--- config.mk ---
export PLATFORM = sky130hd
export DESIGN_NAME = ladrc_mul
export DESIGN_NICKNAME = d
export VERILOG_FILES = /design/src/linear_adrc_second_order_assert.svh /design/src/ladrc_pkg.sv /design/src/ladrc_mul.sv
export SDC_FILE = /design/constraint.sdc
export NUM_CORES = 2
export LEC_CHECK = 0
export BUFFER_PORTS_ARGS = -buffer_cell sky130_fd_sc_hd__buf_2
export CAP_MARGIN = 20
export CORE_ASPECT_RATIO = 0.7
export CORE_MARGIN = 3
export CORE_UTILIZATION = 41
export CTS_CLUSTER_SIZE = 20
export DETAILED_ROUTE_END_ITERATION = 16
export PLACE_DENSITY = 0.64
export SETUP_SLACK_MARGIN = 0.5
export SYNTH_ARGS = -nofsm -noshare
export SYNTH_HDL_FRONTEND = slang
export SYNTH_SLANG_ARGS = --single-unit
--- constraint.sdc ---
create_clock -name clk -period 9 [get_ports clk]
set_input_delay 1.35 -clock clk [delete_from_list [all_inputs] [get_ports clk]]
set_output_delay 1.35 -clock clk [all_outputs]
set_load 0.01 [all_outputs]
--- src/linear_adrc_second_order_assert.svh ---
// Assertion macros for the second-order linear ADRC block.
`ifndef LINEAR_ADRC_SECOND_ORDER_ASSERT_SVH
`define LINEAR_ADRC_SECOND_ORDER_ASSERT_SVH

`ifndef SYNTH

// Property that must hold at every clock edge out of reset.
`define LADRC_ASSERT_ALWAYS(lbl, clk, rst_n, prop) \
	lbl: assert property (@(posedge clk) disable iff (!rst_n) (prop)) \
		else $error("ladrc assertion failed");

// Antecedent in one cycle implies consequent in the next cycle.
`define LADRC_ASSERT_NEXT(lbl, clk, rst_n, ante, cons) \
	lbl: assert property (@(posedge clk) disable iff (!rst_n) (ante) |=> (cons)) \
		else $error("ladrc assertion failed");

`else

`define LADRC_ASSERT_ALWAYS(lbl, clk, rst_n, prop)
`define LADRC_ASSERT_NEXT(lbl, clk, rst_n, ante, cons)

`endif

`endif

--- src/ladrc_pkg.sv ---
// Shared types, constants and saturation helpers for the LADRC block.
`timescale 1ns / 1ps
`default_nettype none

package ladrc_pkg;

	// 48-bit signed fixed-point working value
	typedef logic signed [47:0] fx_t;
	typedef logic signed [50:0] wide_t;

	localparam fx_t FX_MAX = 48'sh7FFF_FFFF_FFFF;
	localparam fx_t FX_MIN = 48'sh8000_0000_0000;

	// register indexes (byte address = 4 * index)
	localparam logic [2:0] REG_WO   = 3'd0;
	localparam logic [2:0] REG_WC   = 3'd1;
	localparam logic [2:0] REG_ZETA = 3'd2;
	localparam logic [2:0] REG_B0   = 3'd3;
	localparam logic [2:0] REG_TS   = 3'd4;
	localparam logic [2:0] REG_UP   = 3'd5;
	localparam logic [2:0] REG_LOW  = 3'd6;

	// multiplier request
	typedef struct packed {
		logic start;
		logic sh32;   // shift product by 32 instead of FRAC_BITS
	} mul_req_t;

	function automatic wide_t ext51(input fx_t x);
		return {{3{x[47]}}, x};
	endfunction

	function automatic fx_t sat48(input wide_t v);
		fx_t r;
		if (!v[50] && (|v[49:47]))
			r = FX_MAX;
		else if (v[50] && !(&v[49:47]))
			r = FX_MIN;
		else
			r = v[47:0];
		return r;
	endfunction

endpackage

`default_nettype wire

--- src/ladrc_mul.sv ---
// Iterative 48x48 signed multiplier, 16 bits per cycle, floor shift and saturation.
`timescale 1ns / 1ps
`default_nettype none

module ladrc_mul #(
	parameter int FRAC_BITS = 16
) (
	input  wire                 clk,
	input  wire                 arst_n,
	input  ladrc_pkg::mul_req_t req,
	input  ladrc_pkg::fx_t      a,
	input  ladrc_pkg::fx_t      b,
	output logic                done,
	output ladrc_pkg::fx_t      res
);
	import ladrc_pkg::*;

	logic [47:0] ma_q, mb_q;
	logic        neg_q, sh32_q;
	logic [95:0] acc_q;
	logic [1:0]  cnt_q;
	logic        busy_q, fin_q, done_q;
	fx_t         res_q;

	logic [63:0] pp;
	logic [95:0] ppx;
	logic [95:0] qs, qn;
	logic        rnz;
	fx_t         fin_val;

	// one 48x16 partial product per cycle
	assign pp  = ma_q * mb_q[15:0];
	assign ppx = {32'b0, pp} << {cnt_q, 4'b0000};

	// floor shift of the signed product, then clip to 48 bits
	always_comb begin
		if (sh32_q) begin
			qs  = acc_q >> 32;
			rnz = |acc_q[31:0];
		end else begin
			qs  = acc_q >> FRAC_BITS;
			rnz = |acc_q[FRAC_BITS-1:0];
		end
		qn = qs + {95'b0, neg_q & rnz};
		if (neg_q) begin
			if ((|qn[95:48]) || (qn[47] && (|qn[46:0])))
				fin_val = FX_MIN;
			else
				fin_val = fx_t'(48'd0 - qn[47:0]);
		end else begin
			if (|qn[95:47])
				fin_val = FX_MAX;
			else
				fin_val = fx_t'(qn[47:0]);
		end
	end

	always_ff @(posedge clk or negedge arst_n) begin
		if (!arst_n) begin
			busy_q <= 1'b0;
			fin_q  <= 1'b0;
			done_q <= 1'b0;
			cnt_q  <= 2'd0;
		end else begin
			done_q <= 1'b0;
			if (req.start) begin
				busy_q <= 1'b1;
				cnt_q  <= 2'd0;
			end else if (busy_q) begin
				cnt_q <= cnt_q + 2'd1;
				if (cnt_q == 2'd2) begin
					busy_q <= 1'b0;
					fin_q  <= 1'b1;
				end
			end else if (fin_q) begin
				fin_q  <= 1'b0;
				done_q <= 1'b1;
			end
		end
	end

	// datapath registers
	always_ff @(posedge clk) begin
		if (req.start) begin
			ma_q   <= a[47] ? (48'd0 - a) : a;
			mb_q   <= b[47] ? (48'd0 - b) : b;
			neg_q  <= a[47] ^ b[47];
			sh32_q <= req.sh32;
			acc_q  <= 96'd0;
		end else if (busy_q) begin
			acc_q <= acc_q + ppx;
			mb_q  <= mb_q >> 16;
		end else if (fin_q) begin
			res_q <= fin_val;
		end
	end

	assign done = done_q;
	assign res  = res_q;

endmodule

`default_nettype wire

# --- Yosys cells after proc, flatten, opt, wreduce, memory -nomap -nowiden ---
# Cells that the tools add are included.
totals:
  register_bits: 247
  input_bits: 100
  out_inout_bits: 49
  elab_cells: 54
classes:
  n_addsub: 6
  n_mul: 1
  eq_ne: 2
  n_shift: 1
  n_mux: 19
  bitwise: 4
  n_reduce_logical: 10
ops:
  columns: ["operator", "n"]
  rows:
  - ["$mux W48", 6]
  - ["$sub A1 B48 Y48 const A", 3]
  - ["$add A96 B96 Y96", 1]
  - ["$shl A64 B6 Y96", 1]
  - ["$add A80 B1 Y81", 1]
  - ["$mux W80", 1]
  - ["$mul A48 B16 Y64", 1]
  - ["$reduce_or A49 Y1", 1]
  - ["$reduce_or A48 Y1", 1]
  - ["$mux W47", 1]
  - ["$reduce_or A47 Y1", 1]
  - ["$reduce_or A32 Y1", 1]
  - ["$reduce_or A16 Y1", 1]
  - ["$mux W1", 9]
  - ["$mux W2", 2]
  - ["$reduce_and A3 Y1", 1]
  - ["$add A2 B1 Y2 const B", 1]
  - ["$eq A2 B2 Y1 const B", 1]
  - ["$ne A2 B1 Y1 const B", 1]
  - ["$not A1 Y1", 2]
  - ["$reduce_and A2 Y1", 1]
  - ["$reduce_bool A2 Y1", 1]
  - ["$and A1 B1 Y1", 1]
  - ["$logic_and A1 B1 Y1", 1]
  - ["2 further kinds", 2]

# --- Logic depth before layout (Yosys ltp) ---
depth:
  depth_word: 9
  mapped_depth: 41

# --- Least setup slack after synthesis ---
# Ideal clock, no wire load.
synth_timing:
  path_kind: "reg-to-reg"
  startpoint: "register mb_q[14]"
  endpoint: "register acc_q[95]"
  arrival_ps: 9562
  t_required_ps: 8938
  slack_ps: -624
  path_stages_with_launch: 38
  n_path_buf: 3
  cell_sequence: "edfxtp_1 > clkbuf_1 > clkbuf_1 > nand2_1 > fa_1 > fa_1 > inv_1 > fa_1 > fa_1 > fa_1 > inv_1 > fa_1 > inv_1 > ha_1 > nand3_1 > o311ai_0 > o21ai_0 > a211oi_1 > (+2 left out) > o31ai_1 > xor2_1 > mux2i_1 > mux2i_1 > ha_1 > clkbuf_1 > and3_1 > nand2_1 > or4_1 > or2_2 > nor4_1 > o211a_1 > o211ai_1 > a211oi_1 > o21ai_0 > a2111oi_0 > mux2i_1 > nand3_1"
synth_between:
  elab_chain_len: 3
synth_lines:
  columns: ["item", "line", "rtl"]
  rows:
  - ["from (decl)", "ladrc_mul.sv:18", "logic [47:0] ma_q, mb_q;"]
  - ["from (signal assigned)", "ladrc_mul.sv:86", "mb_q <= b[47] ? (48'd0 - b) : b;"]
  - ["from (signal assigned)", "ladrc_mul.sv:92", "mb_q <= mb_q >> 16;"]
  - ["$mul A48 B16 Y64", "ladrc_mul.sv:32", "assign pp = ma_q * mb_q[15:0];"]
  - ["$shl A64 B6 Y96", "ladrc_mul.sv:33", "assign ppx = {32'b0, pp} << {cnt_q, 4'b0000};"]
  - ["$add A96 B96 Y96", "ladrc_mul.sv:91", "acc_q <= acc_q + ppx;"]
  - ["to (signal assigned)", "ladrc_mul.sv:91", null]
  - ["to (decl)", "ladrc_mul.sv:20", "logic [95:0] acc_q;"]
# Every way passes these cells.
# A chain may end at the register's enable or synchronous reset.

# --- Final worst setup path ---
layout_timing:
  startpoint: "register mb_q[6]"
  endpoint: "register acc_q[95]"
# Same word-level chain as after synthesis.

==> metrics.md <==
| Metric | Value |
|---|---|
| Fin crit period | 10040 ps |
| Hold Path Class | flop to flop |
| Drt first pass iters | 6 |
| Synth cell types | 106 |
| Worst EP arrival | 10550 ps |
| Failing checks | setup timing |
| Inserted Clock Buffers | 31 |
| Max Cap Violations | 0 |
| Max stage delay on crit path | 550 ps |
| Top post-synthesis cells by area | fa_1 (28%), edfxtp_1 (9.4%), nand2_1 (6.8%) |
| IO Port Bufs | 148 |
| Initial DRC count | 4479 |
| Die extent in y | 287.7 um |
| Final Non-Filler Cells | 7957 |
| Largest net degree at the start of global routing | 156 |
| First-pass GRT wire length | 249700 um |
| Clk sinks | 247 |
| Vias in the first global route | 43200 |
| Overflow after GRT | 0 |
| Worst-margin pin slew | 960.0 ps |
| Routing usage on met3 | 4.385% |
| Core box area | 111500 um2 |
| Global Route met2 Usage | 39.47% |
| Synth warn | 0 |
| Final HPWL DP | 128600 um |
| Rel. slew slack | 35.84% |
| Met1 Track Usage GR | 41.36% |
| Clock Skews | 33.20 ps |
| RSZ-0062 raised after global routing | yes |
| Synth Register Bits | 247 |
| CP Class | flop to flop |
| Hold_ws | 514.7 ps |
| Async set or reset register ratio after synthesis | 2.024% |
| GR Util All Layers | 26.63% |
| Post-Syn Area | 46480 um2 |
| Cells after DPL | 7805 |
| Final setup violation count | 44 |
| Clock root buffer | clkbuf_16 |
| Chip width | 408.4 um |
| Post-Syn Nets | 6571 |
| Top cells by count, synth | nand2_1 (839), inv_1 (784), fa_1 (643), nor2_1 (305), and2_1 (274) |
| Worst endpoint required time | 9510 ps |
| CTS clk-pin slew, worst paths | 60 ps |
| Fin crit share | 111.5% |
| DP Worst Slack | -1308 ps |
| GP Congestion | 0.9622 |
| Seq/Total Area, Yosys | 13.84% |
| CTS tree | yes |
| Multi-input logic area | 38230 um2 |
| Mapped Cells | 5591 |
| Number of enable flip-flop cells after synthesis | 146 |
| Layout Nets | 7404 |
| Vias | 43680 |
| P&R area growth vs syn | 27.59% |
| Leading area contributor after synthesis | fa_1 |
| WL per Instance | 20.03 um |
| Setup WS post-layout | -1036 ps |
| Fmax | 99.64 MHz |
| Initial Util | 41.67% |
| Num ports | 149 |
| GR peak layer | met1 |
| CTS max path bufs | 3 |
| Slowest CP cell | fa_2 |
| Placement Rows | 102 |
| Share of layout cells above drive strength 1 | 24.98% |
| DRC Markers | 0 |
| Ys flop type | edfxtp_1 |
| H-tree Lvls | 1 |
| Status | finished with violations |
| Sequential cell area | 6434 um2 |
| Fin area | 59300 um2 |
| Critical path's most frequent cell | fa_1 |
| Diode count | 0 |
| Startpoint Class | flop |
| Post-DRT Antenna Nets | 0 |
| Area of the die | 117500 um2 |
| Post-Place Cell Area | 55370 um2 |
| Fillers | 10400 |
| Setup crit end kind | flop |
| Most common cell in the netlist | nand2_1 |
| Final Hold Viols | 0 |
| Drt via density | 5.490 |
| WL final | 159400 um |
| Antenna violations before repair | 0 |
| Clk_lat worst skew | 660 ps |
| Synth top area share | 27.70% |
| Crit path max fanout | 6 |
| Max-slew violations | 0 |
| Average size of a mapped cell | 8.313 um2 |
logic make-up after synthesis:
family	Yosys count	share of synthesized area, %
buffers and inverters	1082	8.927
AOI/OAI and AO/OA	972	13.75
xor gates and xnor gates	312	5.880
and+or+nand+nor	1955	20.40
adders and majority gates	880	34.08
DFF	247	13.84
muxes	143	3.134
worst paths after layout:
path / startpoint / slack (ps) / endpoint / cells past startpoint
worst min register to register: acc_q[11] / 510 / acc_q[11] / 2
max in group asynchronous: arst_n / 8290 / busy_q / 1
worst max register to register: mb_q[6] / -1040 / acc_q[95] / 40
worst max-delay path: mb_q[6] / -1040 / acc_q[95] / 40
worst min-delay path: acc_q[11] / 510 / acc_q[11] / 2
min in group asynchronous: arst_n / 540 / done / 1
through the flow:
stage	util, %	setup TNS, ps
2_1_floorplan	-	0
3_3_place_gp	49.64	-30930
3_5_place_dp	49.64	-33780
4_1_cts	51.41	-22530
5_1_grt	53.16	-36360
6_report	53.16	-21630
flip-flops by register name, summed over array words and instances (netlist names):
name    cells
acc_q      96
busy_q      1
cnt_q       2
done        1
fin_q       1
ma_q       48
mb_q       48
neg_q       1
res        48
sh32_q      1
cells in the final DEF (no fill, tap or decap), types with 127 or more instances in the layout:
cell type    n
inv_1      744
nor2_1     286
buf_2      147
xnor2_1    158
nand2_1    819
fa_1       608
ha_1       203
o21ai_0    141
a21oi_1    218
buf_4      855
edfxtp_1   146
xor2_1     127
and2_1     257
cell type report:
type                    instances  area share (%)
multi-input cells            4262           64.48
inverters                     785           4.969
clock inverters                24          0.5613
well taps                    1508           3.182
flip-flops and latches        247           10.85
repair buffers               1097           14.63
clock buffers                  34           1.327
what timing repair did:
| item | in CTS | in global routing |
|---|---|---|
| pin swaps | 81 | 206 |
| buffers inserted | 38 | 52 |
| gates resized for setup | 114 | 360 |
| setup endpoints to repair | 61 | 73 |
| cloned | 2 | 1 |
| hold buffers | 0 | 0 |
worst max-delay path: cells and delay by family (launching register included):
| family | cells | cell delay (ps) |
|---|---|---|
| buf+inv | 9 | 990 |
| simple gates | 7 | 1540 |
| xor+xnor | 1 | 110 |
| mux | 1 | 130 |
| compound gates | 14 | 3030 |
| flops | 1 | 420 |
| fa+ha+maj | 8 | 3640 |
routing by layer:
metal,vias up,part of all wire (%)
met5,-,0
met2,1817,42
met4,0,1.5
met3,149,9.7
li1,20140,-
met1,21580,47
Power is left out: the tool's default activity adds up to more than one toggle a clock period on the data nets, which glitch-free logic cannot reach.
