### src/linear_adrc_second_order_assert.svh
// Assertion macros for the second-order linear ADRC block.
`ifndef LINEAR_ADRC_SECOND_ORDER_ASSERT_SVH
`define LINEAR_ADRC_SECOND_ORDER_ASSERT_SVH

`ifndef SYNTH

// Property that must hold at every clock edge out of reset.
`define LADRC_ASSERT_ALWAYS(lbl, clk, rst_n, prop) \
	lbl: assert property (@(posedge clk) disable iff (!rst_n) (prop)) \
		else $error("ladrc assertion failed");

// Antecedent in one cycle implies consequent in the next cycle.
`define LADRC_ASSERT_NEXT(lbl, clk, rst_n, ante, cons) \
	lbl: assert property (@(posedge clk) disable iff (!rst_n) (ante) |=> (cons)) \
		else $error("ladrc assertion failed");

`else

`define LADRC_ASSERT_ALWAYS(lbl, clk, rst_n, prop)
`define LADRC_ASSERT_NEXT(lbl, clk, rst_n, ante, cons)

`endif

`endif

### src/ladrc_pkg.sv
// Shared types, constants and saturation helpers for the LADRC block.
`timescale 1ns / 1ps
`default_nettype none

package ladrc_pkg;

	// 48-bit signed fixed-point working value
	typedef logic signed [47:0] fx_t;
	typedef logic signed [50:0] wide_t;

	localparam fx_t FX_MAX = 48'sh7FFF_FFFF_FFFF;
	localparam fx_t FX_MIN = 48'sh8000_0000_0000;

	// register indexes (byte address = 4 * index)
	localparam logic [2:0] REG_WO   = 3'd0;
	localparam logic [2:0] REG_WC   = 3'd1;
	localparam logic [2:0] REG_ZETA = 3'd2;
	localparam logic [2:0] REG_B0   = 3'd3;
	localparam logic [2:0] REG_TS   = 3'd4;
	localparam logic [2:0] REG_UP   = 3'd5;
	localparam logic [2:0] REG_LOW  = 3'd6;

	// multiplier request
	typedef struct packed {
		logic start;
		logic sh32;   // shift product by 32 instead of FRAC_BITS
	} mul_req_t;

	function automatic wide_t ext51(input fx_t x);
		return {{3{x[47]}}, x};
	endfunction

	function automatic fx_t sat48(input wide_t v);
		fx_t r;
		if (!v[50] && (|v[49:47]))
			r = FX_MAX;
		else if (v[50] && !(&v[49:47]))
			r = FX_MIN;
		else
			r = v[47:0];
		return r;
	endfunction

endpackage

`default_nettype wire

### src/ladrc_div.sv
// Restoring divider: (u * 2^FRAC_BITS) / d, one quotient bit per cycle, toward zero.
`timescale 1ns / 1ps
`default_nettype none

module ladrc_div #(
	parameter int FRAC_BITS = 16
) (
	input  wire                clk,
	input  wire                arst_n,
	input  wire                start,
	input  ladrc_pkg::fx_t     u,
	input  wire signed [31:0]  d,
	output logic               done,
	output ladrc_pkg::fx_t     quot
);
	import ladrc_pkg::*;

	localparam int NW = 48 + FRAC_BITS;
	localparam int CW = $clog2(NW + 1);

	logic [NW-1:0] n_q, q_q;
	logic [31:0]   md_q, r_q;
	logic          neg_q;
	logic [CW-1:0] cnt_q;
	logic          busy_q, fin_q, done_q;
	fx_t           quot_q;

	logic [32:0] rs, rd;
	logic        ge;
	logic [47:0] mu;
	fx_t         fin_val;

	assign mu = u[47] ? (48'd0 - u) : u;

	// one restoring step
	assign rs = {r_q, n_q[NW-1]};
	assign rd = rs - {1'b0, md_q};
	assign ge = !rd[32];

	// sign and saturate the magnitude quotient
	always_comb begin
		if (|q_q[NW-1:47])
			fin_val = neg_q ? FX_MIN : FX_MAX;
		else if (neg_q)
			fin_val = fx_t'(48'd0 - q_q[47:0]);
		else
			fin_val = fx_t'(q_q[47:0]);
	end

	always_ff @(posedge clk or negedge arst_n) begin
		if (!arst_n) begin
			busy_q <= 1'b0;
			fin_q  <= 1'b0;
			done_q <= 1'b0;
			cnt_q  <= '0;
		end else begin
			done_q <= 1'b0;
			if (start) begin
				busy_q <= 1'b1;
				cnt_q  <= CW'(NW);
			end else if (busy_q) begin
				cnt_q <= cnt_q - CW'(1);
				if (cnt_q == CW'(1)) begin
					busy_q <= 1'b0;
					fin_q  <= 1'b1;
				end
			end else if (fin_q) begin
				fin_q  <= 1'b0;
				done_q <= 1'b1;
			end
		end
	end

	always_ff @(posedge clk) begin
		if (start) begin
			n_q   <= {mu, {FRAC_BITS{1'b0}}};
			md_q  <= d[31] ? (32'd0 - d) : d;
			neg_q <= u[47] ^ d[31];
			r_q   <= 32'd0;
			q_q   <= '0;
		end else if (busy_q) begin
			r_q <= ge ? rd[31:0] : rs[31:0];
			n_q <= n_q << 1;
			q_q <= {q_q[NW-2:0], ge};
		end else if (fin_q) begin
			quot_q <= fin_val;
		end
	end

	assign done = done_q;
	assign quot = quot_q;

endmodule

`default_nettype wire

### config.mk
export PLATFORM = sky130hd
export DESIGN_NAME = ladrc_div
export DESIGN_NICKNAME = d
export VERILOG_FILES = /design/src/linear_adrc_second_order_assert.svh /design/src/ladrc_pkg.sv /design/src/ladrc_div.sv
export SDC_FILE = /design/constraint.sdc
export NUM_CORES = 1
export LEC_CHECK = 0
export BUFFER_PORTS_ARGS = -buffer_cell sky130_fd_sc_hd__buf_4
export CAP_MARGIN = 20
export CORE_ASPECT_RATIO = 0.6
export CORE_UTILIZATION = 50
export CTS_CLUSTER_DIAMETER = 40
export DETAILED_ROUTE_END_ITERATION = 6
export MAX_ROUTING_LAYER = met4
export PLACE_DENSITY_LB_ADDON = 0.2
export SETUP_SLACK_MARGIN = 0.2
export SLEW_MARGIN = 10
export SYNTH_ARGS = -nofsm -noshare
export SYNTH_HDL_FRONTEND = slang
export SYNTH_SLANG_ARGS = --single-unit
### constraint.sdc
create_clock -name clk -period 3 [get_ports clk]
set_input_delay 0.45 -clock clk [delete_from_list [all_inputs] [get_ports clk]]
set_output_delay 0.45 -clock clk [all_outputs]
set_load 0.005 [all_outputs]
==> Word level (Yosys, flattened, before mapping) <==
Index checks and enable logic that the tools add are counted.
{ "op_classes": {"addsub": 5, "eq_ne": 2, "muxes": 18, "bitwise": 3, "n_reduce_logical": 5} }
{ "op_table": {"columns": ["cell", "count"], "rows": [
  ["2-to-1 mux 48 bit", 4],
  ["2-to-1 mux 64 bit", 2],
  ["subtractor 1 x 48 -> 48 bit, first input constant", 2],
  ["subtractor 33 x 32 -> 33 bit", 1],
  ["2-to-1 mux 32 bit", 1],
  ["subtractor 1 x 32 -> 32 bit, first input constant", 1],
  ["2-to-1 mux 31 bit", 1],
  ["OR reduction 17 bit", 1],
  ["2-to-1 mux 7 bit", 2],
  ["2-to-1 mux 1 bit", 8],
  ["equality test 7 x 1 -> 1 bit, second input constant", 1],
  ["subtractor 7 x 1 -> 7 bit, second input constant", 1],
  ["AND reduction 3 bit", 1],
  ["inequality test 2 x 1 -> 1 bit, second input constant", 1],
  ["inverter 1 bit", 2],
  ["AND reduction 2 bit", 1],
  ["nonzero test 2 bit", 1],
  ["zero test 1 bit", 1],
  ["bitwise XOR 1 bit", 1]
]} }
{ "word_totals": {"register_bits": 235, "in_bits": 83, "out_inout_bits": 49, "wordCells": 44} }

==> Depth between registers and ports, before layout <==
Gate-level depths: netlist of run 1.
{ "depth": {"depth_word": 4, "ltp_mapped": 13} }

==> Worst setup path before layout of run 1 <==
Ideal clock, no wire load.
{ "synth_timing": {"path_kind": "input to register", "start": "input port u[12]", "end": "register n_q[61], data pin", "setup_ns": 0.270, "t_arrival_ns": 3.202, "required_time_ns": 2.730, "path_slack_ns": -0.472, "path_stages": 9, "path_buffers": 0, "cell_sequence": "or4_4 -> or4_4 -> nand4b_4 -> or4_4 -> or2_4 -> or4_4 -> o41ai_2 -> xor2_1 -> a21oi_1"} }
{ "synth_between": {"elab_chain_len": 3} }
{ "synth_rtl": {"columns": ["element", "line_no", "source"], "rows": [
  ["start: declaration", "ladrc_div.sv:11", "input ladrc_pkg::fx_t u,"],
  ["subtractor 1 x 48 -> 48 bit", "ladrc_div.sv:33", "assign mu = u[47] ? (48'd0 - u) : u;"],
  ["2-to-1 mux 48 bit", "ladrc_div.sv:33", null],
  ["2-to-1 mux 64 bit", "ladrc_div.sv:75", "if (start) begin"],
  ["end signal: assignment", "ladrc_div.sv:76", "n_q <= {mu, {FRAC_BITS{1'b0}}};"],
  ["end signal: assignment", "ladrc_div.sv:83", "n_q <= n_q << 1;"],
  ["end: declaration", "ladrc_div.sv:21", "logic [NW-1:0] n_q, q_q;"]
]} }
No other way between the ends.
A chain may end at the register's enable or synchronous reset.

==> Worst setup path after layout of run 1 <==
{ "layout_timing": {"start": "register q_q[1]", "end": "register quot_q[47] (netlist: quot[47]), data pin"} }
{ "layout_between": {"elab_chain_len": 3} }
{ "layout_rtl": {"columns": ["element", "line_no", "source"], "rows": [
  ["start: declaration", "ladrc_div.sv:21", null],
  ["start signal: assignment", "ladrc_div.sv:84", "q_q <= {q_q[NW-2:0], ge};"],
  ["subtractor 1 x 48 -> 48 bit", "ladrc_div.sv:45", "fin_val = fx_t'(48'd0 - q_q[47:0]);"],
  ["2-to-1 mux 48 bit", "ladrc_div.sv:44", "else if (neg_q)"],
  ["2-to-1 mux 48 bit", "ladrc_div.sv:42", "if (|q_q[NW-1:47])"],
  ["via fin_val[47]", "ladrc_div.sv:31", "fx_t fin_val;"],
  ["end signal: assignment", "ladrc_div.sv:86", "quot_q <= fin_val;"],
  ["end: declaration", "ladrc_div.sv:26", "fx_t quot_q;"]
]} }
The timed path passes the listed nets, and every way through them passes these cells.

==> results of run 1 <==
through the flow:
step	TNS, ns	instance area, µm²	hold WS, ns	setup slack (ns)
floorplan	-2.062	13440	0.1544	-0.4720
global placement	-10.71	15530	0.2874	-0.6184
detailed placement	-12.99	15530	0.2878	-0.6649
CTS	-4.023	16940	0.08365	-0.1700
global route	-8.710	17640	0.09150	-0.3062
finish	-2.691	17640	0.1058	-0.1421
state kept, by name, indices dropped and copies added, names as in the netlist:
signal  cells
busy_q      1
done        1
md_q       32
r_q        32
fin_q       1
n_q        48
neg_q       1
quot       48
q_q        64
cnt_q       7
timing repair:
action                                 CTS  global route
resized for setup                       68           124
setup buffers                           17            13
setup endpoints to repair               63            73
pin swaps                               37            50
endpoints found under the hold margin   10             0
gates cloned                             2             0
hold buffers                             1             0
cell type report:
| cell class | instances | area, µm² |
|---|---|---|
| sequential | 235 | 6056 |
| clock buffer | 31 | 733.2 |
| fill | 1961 | 8035 |
| multi-input combinational | 1026 | 7612 |
| clock inverter | 21 | 207.7 |
| timing repair buffer | 288 | 2375 |
| tap | 352 | 440.4 |
| inverter | 56 | 215.2 |
worst min-delay path by stage:
stage	startpoint	end	depth (start not counted)
after detailed placement	arst_n	done	1
final	d[0]	md_q[0]	1
after global placement	arst_n	done	1
after global routing	d[0]	md_q[0]	1
after CTS	d[0]	md_q[0]	1
after floorplan	arst_n	busy_q	0
cells in the mapped netlist (all sizes together) (3+ instances only):
library cell  instances
o311ai               17
o31ai                29
nand2b                9
nor4b                 5
or4                  24
inv                  56
or3b                  3
a21o                 10
mux2i                91
a221o                 7
o21a                  7
xor2                 63
nand2               100
nor3                 25
or2                   5
nand4                 5
buf                   9
a21oi               101
a31oi                 5
or3                  26
o2111ai               3
nand3                14
dfrtp                10
a21boi                3
nor2                201
a2bb2oi               3
o41ai                21
and2                  4
nor2b                 8
nor4                 10
o21bai                4
o211ai                4
a211oi               31
clkbuf               70
xnor2                62
dfxtp                96
edfxtp              129
o21ai                65
ha                   37
per-layer routing:
layer	global-route usage (%)	wire length (µm)
met4	3.836	424
met3	3.993	2475
met2	33.29	13970
met5	-	0
met1	40.19	17370
power by group through the flow:
stage | Clock, W | Combinational (W) | Sequential (W)
after floorplan | 0 | 0.00308 | 0.00413
after global placement | 0 | 0.00432 | 0.00418
after detailed placement | 0 | 0.00441 | 0.00420
after CTS | 0.00347 | 0.00498 | 0.00415
after global routing | 0.00360 | 0.00623 | 0.00424
final | 0.00340 | 0.00581 | 0.00419
worst register-to-register path: cells and delay by family, from the launching register on:
family	cells	cell delay, ns
and+or+nand+nor	6	2.00
AOI/OAI and AO/OA	1	0.24
buffers and inverters	2	0.29
DFF	1	0.36
logic make-up (layout without fill, tap and decap cells):
| group | count (synthesis) | after routing |
|---|---|---|
| compound gates | 323 | 323 |
| xor+xnor | 125 | 125 |
| fa+ha+maj | 38 | 38 |
| buf+inv | 135 | 396 |
| flops | 235 | 235 |
| mux | 92 | 92 |
| simple gates | 448 | 448 |
==> impl_summary.log, run 1 <==
[metrics] Post-Route Skew: 0.01740 ns
[metrics] endpoints failing setup: 37
[metrics] CP Buf/Inv Count: 2
[metrics] leading cell types in the layout, fill and taps excluded: 257 x sky130_fd_sc_hd__buf_4, 198 x sky130_fd_sc_hd__nor2_1, 129 x sky130_fd_sc_hd__edfxtp_1
[metrics] drt wl/cell: 17.04 µm
[metrics] Register-to-Register Setup Slack: -0.14 ns
[metrics] clock period minus final worst setup slack: 3.142 ns
[metrics] Post-synth EDFFs: 129
[metrics] overall die height: 128.1 µm
[metrics] post-synthesis compound-gate area fraction: 15.81%
[metrics] Die ar.: 27190 µm²
[metrics] Leak: 7.592 nW
[metrics] combinational power share: 43.4%
[metrics] async set-or-reset flop fraction in the synthesized netlist: 4.255%
[metrics] area added between synthesis and finish: 33.08%
[metrics] Worst Slack Setup Final: -0.1421 ns
[metrics] max incr delay on CP: 0.55 ns
[metrics] global-route wire length before repair: 53.85 mm
[metrics] post-synth top area share: around 30%
[metrics] switching fraction of total power: 34.46%
[metrics] H-tree depth: 1
[metrics] placed instance count: around 1900
[metrics] commonest register cell after synthesis: sky130_fd_sc_hd__edfxtp_1
[metrics] deepest clock path buffer count: 3
[metrics] clock sink total: 235
[metrics] slowest stage cell on the critical path: sky130_fd_sc_hd__or4_4
[metrics] Setup crit end: quot[47]
[metrics] share of synthesized cell area in full adder, half adder and majority cells: 3.644%
[metrics] reg2reg path depth: 9
[metrics] number of I/O port buffers: 131
[metrics] die span in x: approximately 210 µm
[metrics] Core Rows: 45
[metrics] failing checks: negative setup slack
[metrics] estimated wirelength of the detail-placed design: ~23 mm
[metrics] element type at the critical path end: flip-flop
[metrics] Pwr per Cell Area: 759.3 nW/µm²
[metrics] number of pins with negative max-slew slack in the final report: 0
[metrics] CP required: 3.30 ns
[metrics] number of nets produced by synthesis: 1517
[metrics] residual overflow from global routing: 0
[metrics] launch point of the worst path: q_q[1]
[metrics] clk slew on worst S/H paths: 0.06 ns
[metrics] # nets final: between 1500 and 2000
[metrics] starting utilization of the core area: 51.63%
[metrics] total vias in the final route: 11400
[metrics] vias in the first global route: 10270
[metrics] number of top-level pins: ~130
[metrics] yosys synthesis warning count: 0
[metrics] Max rail drop VDD: 382.3 µV
[metrics] internal power: a little under 0.009 W
[metrics] post-route antenna net violation count: 0
[metrics] critical register-to-register path endpoint: quot[47]
[metrics] overall power of the completed layout: 0.01339 W
[metrics] hold violation total from the final report: 0
[metrics] # diodes: 0
[metrics] part of the total power dissipated in the clock network: approximately a quarter
[metrics] element type at the critical path start: flip-flop
[metrics] worst-skew pair later-pin latency: approximately 0.55 ns
[metrics] largest family of logic cells by synthesized area: simple AND/OR/NAND/NOR gates
[metrics] beginning of the worst register-to-register path: q_q[1]
[metrics] final non-filler cell total: 2009
[metrics] final standard cell utilization of the core: between 60% and 70%
[metrics] antenna violations before repair: 0
[metrics] run status: complete, but fails checks
[metrics] TritonCTS clock tree: yes
[metrics] clock root buffer: sky130_fd_sc_hd__clkbuf_16
[metrics] GRT Util Overall: about a quarter
[metrics] sum of routed wire length over all layers: about 34 mm
[metrics] critical path start-end classification: flip-flop to flip-flop
[metrics] most common library cell in the layout ignoring fill and taps: sky130_fd_sc_hd__buf_4
[metrics] sequential fraction of the synthesis area: 45.61%
[metrics] cell types with the largest area share after synthesis: sky130_fd_sc_hd__edfxtp_1 29%, sky130_fd_sc_hd__dfxtp_1 14%, sky130_fd_sc_hd__mux2i_1 6.9%, sky130_fd_sc_hd__nor2_1 5.7%, sky130_fd_sc_hd__xor2_1 4.2%
[metrics] clock buffers created by TritonCTS: 28
[metrics] max capacitance violation total: 0
[metrics] top fanout value on the critical path: 4
[metrics] portion of the clock cycle consumed by the worst path in the final layout: 104.7%
[metrics] share of cell area taken by muxes after synthesis: 6.957%
[metrics] CORE AREA: 25670 µm²
[metrics] achievable clock frequency: ~320 MHz
[metrics] cell type contributing the most total cell area after synthesis: sky130_fd_sc_hd__edfxtp_1
[metrics] family with the most delay on the worst path: simple AND/OR/NAND/NOR gates
[metrics] pin count of the biggest net entering global routing: between 90 and 100
[metrics] Post-Synth Simple-Gate Area: 15.88%
[metrics] Seq pwr share: between 30% and 40%
[metrics] combined area of all synthesized cells: 13260 µm²
[metrics] Tightest Pin Transition: 0.9312 ns
[metrics] Yosys cell types: 60
[metrics] sw power: 0.004615 W
[metrics] via count normalized by instance count: 5.676
[metrics] RSZ-0062 raised after global routing: true
[metrics] Synth Register Bits: 235
[metrics] drc violations: 0
[metrics] depth of the critical timing path with buffers and inverters included: 9
[metrics] worst relative slew slack: 37.69%
[metrics] Final Wtd Congestion: about 0.92
[metrics] worst min-delay path category: input port to flip-flop
[metrics] Worst EP arrival: about 3.4 ns
[metrics] xor-xnor portion of the synthesized cell area: 8.259%
[metrics] Post-Synthesis Cells: 1396
[metrics] initial detailed-routing violation count: 1037
[metrics] share of final-layout standard cells stronger than drive strength 1: 28.85%
[metrics] series of cell instances along the critical path: nor4_4 -> and4_4 -> nand4_1 -> or3_4 -> or3_4 -> buf_6 -> or4_4 -> buf_6 -> o31a_1
[metrics] length of the first detailed-routing pass in iterations: 5
[metrics] syn_area_per_cell: 9.495 µm²
Note: power is estimated with default switching activity, not from simulation.
==> run 2: changes to the inputs <==
--- a/config.mk
+++ b/config.mk
@@ -14,6 +14,7 @@
 export MAX_ROUTING_LAYER = met4
 export PLACE_DENSITY_LB_ADDON = 0.2
 export SETUP_SLACK_MARGIN = 0.2
+export SKIP_CTS_REPAIR_TIMING = 1
 export SLEW_MARGIN = 10
 export SYNTH_ARGS = -nofsm -noshare
 export SYNTH_HDL_FRONTEND = slang
==> run 2 against run 1 <==
The flow still finishes with violations (negative setup slack); critical path depth is 5 higher; non-clock buffer count is 12 lower; sequential power about the same; die area unchanged; maximum frequency decreased by 6.6%; via count decreased by 0.66%; critical path type unchanged; clock-buffer cell count stayed put; combinational power fell by 6.5%; first-iteration DRC count fell by 6.9%; routed wire length down 2.0%; largest cell class unchanged; power fell by 2.9%; hold slack lost 0.0036 ns.
==> impl_summary.log, run 2 (synthesis gave the netlist of run 1 again) <==
[metrics] clk slew on worst S/H paths: 0.06 ns (about the same)
[metrics] number of I/O port buffers: 131 (unchanged)
[metrics] Register-to-Register Setup Slack: -0.36 ns (-0.22 ns)
[metrics] drt wl/cell: 16.80 µm (-1.4%)
[metrics] area added between synthesis and finish: 30.03%
[metrics] Max rail drop VDD: 385.1 µV (+0.72%)
[metrics] endpoints failing setup: 38 (+2.7%)
[metrics] number of pins with negative max-slew slack in the final report: 0 (unchanged)
[metrics] max capacitance violation total: 0 (unchanged)
[metrics] CP Buf/Inv Count: 3 (+1)
[metrics] most used cell, CP: sky130_fd_sc_hd__a211oi_2
[metrics] residual overflow from global routing: 0 (unchanged)
[metrics] worst hold endpoint: md_q[0]
[metrics] element type at the critical path start: flip-flop
[metrics] Die ar.: 27190 µm² (unchanged)
[metrics] final-layout setup total negative slack: -9.303 ns (-6.612 ns)
[metrics] antenna violations before repair: 0 (unchanged)
[metrics] slowest stage cell on the critical path: sky130_fd_sc_hd__edfxtp_1
[metrics] global-route wire length before repair: 52.50 mm (-2.5%)
[metrics] Leak: 7.478 nW (-1.5%)
[metrics] overall die height: 128.1 µm (unchanged)
[metrics] worst hold path startpoint: d[0]
[metrics] clock buffers created by TritonCTS: 28 (unchanged)
[metrics] portion of the clock cycle consumed by the worst path in the final layout: 112.1% (+7.4 points)
[metrics] series of cell instances along the critical path: inv_2 -> ha_4 -> fa_2 -> nor2b_2 -> o2111ai_2 -> a211oi_2 -> o211ai_1 -> a211oi_2 -> nor2_4 -> xnor2_4 -> buf_6 -> buf_12 -> mux2i_4 -> a211oi_2
[metrics] Final Wtd Congestion: 0.9194 (unchanged)
[metrics] initial detailed-routing violation count: 965 (-6.9%)
[metrics] starting utilization of the core area: 51.63% (unchanged)
[metrics] top fanout value on the critical path: 6 (+2)
[metrics] hold violation total from the final report: 0 (unchanged)
[metrics] total vias in the final route: 11330 (-0.66%)
[metrics] TritonCTS clock tree: yes
[metrics] clock period minus final worst setup slack: 3.364 ns (+0.2217 ns)
[metrics] Hold Path Depth: 1 (unchanged)
[metrics] GRT Util Overall: 24.57% (-0.67 points)
[metrics] clock root buffer: sky130_fd_sc_hd__clkbuf_16
[metrics] die span in x: 212.2 µm (unchanged)
[metrics] deepest clock path buffer count: 3 (unchanged)
[metrics] via count normalized by instance count: 5.673 (about the same)
[metrics] sum of routed wire length over all layers: 33.55 mm (-2.0%)
[metrics] clock sink total: 235 (unchanged)
[metrics] max incr delay on CP: 0.38 ns (-0.17 ns)
[metrics] RSZ-0062 raised after global routing: true
[metrics] beginning of the worst register-to-register path: n_q[63]
[metrics] Post-Route Skew: 0.01875 ns (+0.001346 ns)
[metrics] number of top-level pins: 132 (unchanged)
[metrics] failing checks: negative setup slack
[metrics] vias in the first global route: 10040 (-2.3%)
[metrics] worst relative slew slack: 37.59% (-0.098 points)
[metrics] Worst EP arrival: 3.77 ns (+0.33 ns)
[metrics] most common library cell in the layout ignoring fill and taps: sky130_fd_sc_hd__buf_4
[metrics] Tightest Pin Transition: 0.9327 ns (+0.001463 ns)
[metrics] drc violations: 0 (unchanged)
[metrics] element type at the critical path end: flip-flop
[metrics] share of final-layout standard cells stronger than drive strength 1: 26.69% (-2.2 points)
[metrics] max reg flops: 64 (unchanged)
[metrics] fill count: 2009 (+2.4%)
[metrics] estimated wirelength of the detail-placed design: 23.21 mm (unchanged)
[metrics] length of the first detailed-routing pass in iterations: 5 (unchanged)
[metrics] CORE AREA: 25670 µm² (unchanged)
[metrics] post-route antenna net violation count: 0 (unchanged)
[metrics] worst-skew pair later-pin latency: 0.55 ns (about the same)
[metrics] final standard cell utilization of the core: 67.13% (-1.6 points)
[metrics] # nets final: 1744 (-0.68%)
[metrics] worst min-delay path category: input port to flip-flop
[metrics] # diodes: 0 (unchanged)
[metrics] Core Rows: 45 (unchanged)
[metrics] Pwr per Cell Area: 754.3 nW/µm² (-0.66%)
[metrics] H-tree depth: 1 (unchanged)
[metrics] family with the most delay on the worst path: compound AO/OA/AOI/OAI gates
[metrics] reg2reg path depth: 14 (+5)
[metrics] critical path start-end classification: flip-flop to flip-flop
[metrics] leading cell types in the layout, fill and taps excluded: 247 x sky130_fd_sc_hd__buf_4, 198 x sky130_fd_sc_hd__nor2_1, 129 x sky130_fd_sc_hd__edfxtp_1
[metrics] run status: complete, but fails checks
[metrics] pin count of the biggest net entering global routing: 96 (unchanged)
[metrics] register containing the most flip-flops in the final layout: q_q
[metrics] critical register-to-register path endpoint: r_q[17]
[metrics] achievable clock frequency: 297.3 MHz (-6.6%)
[metrics] CP required: 3.40 ns (+0.10 ns)
[metrics] Worst Slack Setup Final: -0.3638 ns (-0.2217 ns)
-- run 2: metrics by stage --
stage          hold slack [ns]  setup WS, ns  std cells  total power, W  cell area (µm²)
4_1_cts                -0.2973       -0.2422       1976         0.01205            16470
3_3_place_gp            0.2874       -0.6184       1924        0.008502            15530
6_report                0.1022       -0.3638       1997         0.01300            17240
2_1_floorplan           0.1544       -0.4720       1396        0.007209            13440
3_5_place_dp            0.2878       -0.6649       1924        0.008608            15530
5_1_grt                0.09150       -0.5209       1997         0.01367            17240
-- run 2: power by group --
part	total, W	internal [W]	switching [W]
clock network	0.00340	0.00198	0.00143
registers	0.00416	0.00388	0.000283
logic	0.00543	0.00268	0.00275
total	0.0130	0.00854	0.00446
-- run 2: worst max path at each step --
stage          cells after the start  endpoint  slack [ns]    start
2_1_floorplan                      9   n_q[61]       -0.47    u[12]
3_3_place_gp                      10   n_q[61]       -0.62    u[12]
3_5_place_dp                      10   n_q[61]       -0.66    u[12]
4_1_cts                           13  quot[46]       -0.24   q_q[0]
5_1_grt                           14   r_q[11]       -0.52  n_q[63]
6_report                          14   r_q[17]       -0.36  n_q[63]
-- run 2: layer usage --
layer	GRT usage, %	up-vias	share of wire [%]
met5	-	-	0
met4	4.007	0	1.3
met3	3.773	45	7.0
met2	31.69	416	40
met1	39.68	5323	52
li1	-	5544	-
-- run 2: area by class of cell --
cell class	count	area, µm²	share of cell area (%)
Clock buffer	31	733.2	4.254
Clock inverter	21	207.7	1.205
Inverter	56	215.2	1.249
Multi-Input combinational cell	1026	7333	42.55
Sequential cell	235	6056	35.14
Tap cell	352	440.4	2.555
Timing Repair Buffer	276	2250	13.05
==> run 3: changes to the inputs <==
--- a/config.mk
+++ b/config.mk
@@ -8,13 +8,16 @@
 export BUFFER_PORTS_ARGS = -buffer_cell sky130_fd_sc_hd__buf_4
 export CAP_MARGIN = 20
 export CORE_ASPECT_RATIO = 0.6
+export CORE_MARGIN = 2
 export CORE_UTILIZATION = 50
 export CTS_CLUSTER_DIAMETER = 40
+export CTS_CLUSTER_SIZE = 10
 export DETAILED_ROUTE_END_ITERATION = 6
 export MAX_ROUTING_LAYER = met4
 export PLACE_DENSITY_LB_ADDON = 0.2
 export SETUP_SLACK_MARGIN = 0.2
 export SKIP_CTS_REPAIR_TIMING = 1
+export SKIP_LAST_GASP = 1
 export SLEW_MARGIN = 10
 export SYNTH_ARGS = -nofsm -noshare
 export SYNTH_HDL_FRONTEND = slang
==> run 3 against run 2 <==
The flow still finishes with violations (negative setup slack); clock-buffer cell count rose by 17; clock power down 4%; clock skew increased by 0.0091 ns; routed wire length shrank 2.1%; first-iteration DRC count down 3.2%; power shrank 1.1%; non-clock buffer count increased by 3; global-route usage decreased by 1.3 points; sequential power about the same.
==> impl_summary.log, run 3 (synthesis gave the netlist of run 1 again) <==
[metrics] run status: complete, but fails checks
[metrics] failing checks: negative setup slack
[metrics] beginning of the worst register-to-register path: n_q[63]
[metrics] endpoints failing setup: 34 (-11%)
[metrics] global-route wire length before repair: 51.62 mm (-1.7%)
[metrics] leading cell types in the layout, fill and taps excluded: 260 x sky130_fd_sc_hd__buf_4, 198 x sky130_fd_sc_hd__nor2_1, 129 x sky130_fd_sc_hd__edfxtp_1
[metrics] worst min-delay path category: input port to flip-flop
[metrics] number of pins with negative max-slew slack in the final report: 0 (unchanged)
[metrics] family with the most delay on the worst path: compound AO/OA/AOI/OAI gates
[metrics] clock sink total: 235 (unchanged)
[metrics] clock buffers created by TritonCTS: 30 (+7.1%)
[metrics] Hold Slack: 0.08526 ns (-0.01692 ns)
[metrics] sum of routed wire length over all layers: 32.86 mm (-2.1%)
[metrics] CORE AREA: 26250 µm² (+2.2%)
[metrics] Worst Slack Setup Final: -0.2822 ns (+0.08158 ns)
[metrics] pin count of the biggest net entering global routing: 136 (+42%)
[metrics] Final Wtd Congestion: 0.8925 (-2.9%)
[metrics] area added between synthesis and finish: 29.95% (about the same)
[metrics] post-route antenna net violation count: 0 (unchanged)
[metrics] estimated wirelength of the detail-placed design: 23.08 mm (-0.52%)
[metrics] register containing the most flip-flops in the final layout: q_q
[metrics] Max rail drop VDD: 447.7 µV (+16%)
[metrics] portion of the clock cycle consumed by the worst path in the final layout: 109.4% (-2.7 points)
[metrics] residual overflow from global routing: 0 (unchanged)
[metrics] GRT Util Overall: 23.27% (-1.3 points)
[metrics] placed instance count: 1936 (+0.62%)
[metrics] deepest clock path buffer count: 3 (unchanged)
[metrics] vias in the first global route: 9886 (-1.5%)
[metrics] RSZ-0062 raised after global routing: true
[metrics] achievable clock frequency: 304.7 MHz (+2.5%)
[metrics] hold violation total from the final report: 0 (unchanged)
[metrics] most common library cell in the layout ignoring fill and taps: sky130_fd_sc_hd__buf_4
[metrics] final standard cell utilization of the core: 65.63% (-1.5 points)
[metrics] via count normalized by instance count: 5.540 (-2.3%)
[metrics] antenna violations before repair: 1 (+1)
[metrics] clk slew on worst S/H paths: 0.06 ns (about the same)
[metrics] H-tree depth: 1 (unchanged)
[metrics] number of I/O port buffers: 131 (unchanged)
[metrics] max reg flops: 64 (unchanged)
[metrics] element type at the critical path end: flip-flop
[metrics] # nets final: 1749 (+0.29%)
[metrics] max capacitance violation total: 0 (unchanged)
[metrics] post-placement setup slack: -0.6217 ns (+0.04322 ns)
[metrics] number of top-level pins: 132 (unchanged)
[metrics] Core Rows: 46 (+2.2%)
[metrics] CP Buf/Inv Count: 3 (unchanged)
[metrics] launch point of the worst path: n_q[63]
[metrics] series of cell instances along the critical path: inv_2 -> ha_4 -> fa_2 -> nor2b_4 -> o2111ai_2 -> a211oi_2 -> o211ai_1 -> a211oi_2 -> nor2_4 -> xnor2_4 -> buf_12 -> buf_12 -> mux2i_4 -> a211oi_2
[metrics] length of the first detailed-routing pass in iterations: 5 (unchanged)
[metrics] Worst EP arrival: 3.70 ns (-0.07 ns)
[metrics] final-layout setup total negative slack: -6.730 ns (+2.573 ns)
[metrics] Tightest Pin Transition: 0.9493 ns (+0.01664 ns)
[metrics] Leak: 7.433 nW (-0.61%)
[metrics] worst hold path startpoint: d[0]
[metrics] Post-Route Skew: 0.02781 ns (+0.009057 ns)
[metrics] Pwr per Cell Area: 746.1 nW/µm² (-1.1%)
[metrics] max incr delay on CP: 0.41 ns (+0.03 ns)
[metrics] critical path start-end classification: flip-flop to flip-flop
[metrics] clock period minus final worst setup slack: 3.282 ns (-0.08159 ns)
[metrics] share of final-layout standard cells stronger than drive strength 1: 26.76% (+0.069 points)
[metrics] starting utilization of the core area: 50.51% (-1.1 points)
[metrics] Die ar.: 27870 µm² (+2.5%)
[metrics] die span in x: 214.2 µm (+0.94%)
[metrics] top fanout value on the critical path: 7 (+1)
[metrics] total vias in the final route: 11150 (-1.5%)
[metrics] CP required: 3.42 ns (+0.02 ns)
[metrics] worst-skew pair later-pin latency: 0.57 ns (+0.02 ns)
[metrics] slowest stage cell on the critical path: sky130_fd_sc_hd__edfxtp_1
[metrics] clock root buffer: sky130_fd_sc_hd__clkbuf_16
[metrics] drc violations: 0 (unchanged)
[metrics] initial detailed-routing violation count: 934 (-3.2%)
[metrics] final non-filler cell total: 2013 (+0.80%)
[metrics] TritonCTS clock tree: yes
[metrics] worst relative slew slack: 36.58% (-1.0 points)
[metrics] element type at the critical path start: flip-flop
[metrics] most used cell, CP: sky130_fd_sc_hd__a211oi_2
[metrics] overall die height: 130.1 µm (+1.6%)
[metrics] drt wl/cell: 16.32 µm (-2.8%)
==> run 3: cell types whose count changed in the layout (fill, tap and decap cells not counted), sizes merged <==
cell,previous run,this run
clkbuf,32,49
clkinv,11,6
inv,61,56
buf,274,277
bufinv,2,0
clkinvlp,3,2
diode,0,1
==> run 3: power by group <==
group          internal (W)  total (W)  switching [W]
clock network       0.00191    0.00325        0.00134
registers           0.00389    0.00418       0.000292
logic               0.00271    0.00543        0.00272
total               0.00850     0.0129        0.00435
==> run 3: worst reg2reg max path: stages (launching register included) <==
cell	delay, ns
sky130_fd_sc_hd__edfxtp_1	0.41
sky130_fd_sc_hd__inv_2	0.09
sky130_fd_sc_hd__ha_4	0.17
sky130_fd_sc_hd__fa_2	0.39
sky130_fd_sc_hd__nor2b_4	0.14
sky130_fd_sc_hd__o2111ai_2	0.12
sky130_fd_sc_hd__a211oi_2	0.35
sky130_fd_sc_hd__o211ai_1	0.18
sky130_fd_sc_hd__a211oi_2	0.36
sky130_fd_sc_hd__nor2_4	0.11
sky130_fd_sc_hd__xnor2_4	0.19
sky130_fd_sc_hd__buf_12	0.16
sky130_fd_sc_hd__buf_12	0.15
sky130_fd_sc_hd__mux2i_4	0.25
sky130_fd_sc_hd__a211oi_2	0.08
==> run 3: cell type report <==
type                       count  area (µm²)
tap                          360       450.4
antenna                        1       2.502
fill                        2145        9020
timing repair buffer         279        2231
sequential                   235        6055
multi-input combinational   1026        7381
clock buffer                  48       838.3
clock inverter                 8       57.56
inverter                      56       210.2
==> run 3: worst paths after layout <==
| check | endpoint | slack (ns) | depth (start not counted) |
|---|---|---|---|
| max | r_q[14] | -0.28 | 14 |
| min | md_q[0] | 0.09 | 1 |
| max reg2reg | r_q[14] | -0.28 | 14 |
| min reg2reg | r_q[27] | 0.48 | 2 |
| max in group asynchronous | busy_q | 2.59 | 2 |
| min in group asynchronous | cnt_q[4] | 0.26 | 2 |
==> run 3: per-stage QoR <==
stage / instance area, µm² / total power (W)
2_1_floorplan: 13440 / 0.007209
3_3_place_gp: 15540 / 0.008522
3_5_place_dp: 15540 / 0.008613
4_1_cts: 16440 / 0.01191
5_1_grt: 17230 / 0.01355
6_report: 17230 / 0.01285
==> run 3: per-layer routing <==
metal	part of all wire, %	routed length (µm)	up-vias	GRT usage, %
li1	-	-	5543	-
met1	53	17360	5226	37.42
met2	39	12940	337	30.25
met3	6.2	2024	47	3.240
met4	1.6	535	0	4.453
met5	0	0	-	-
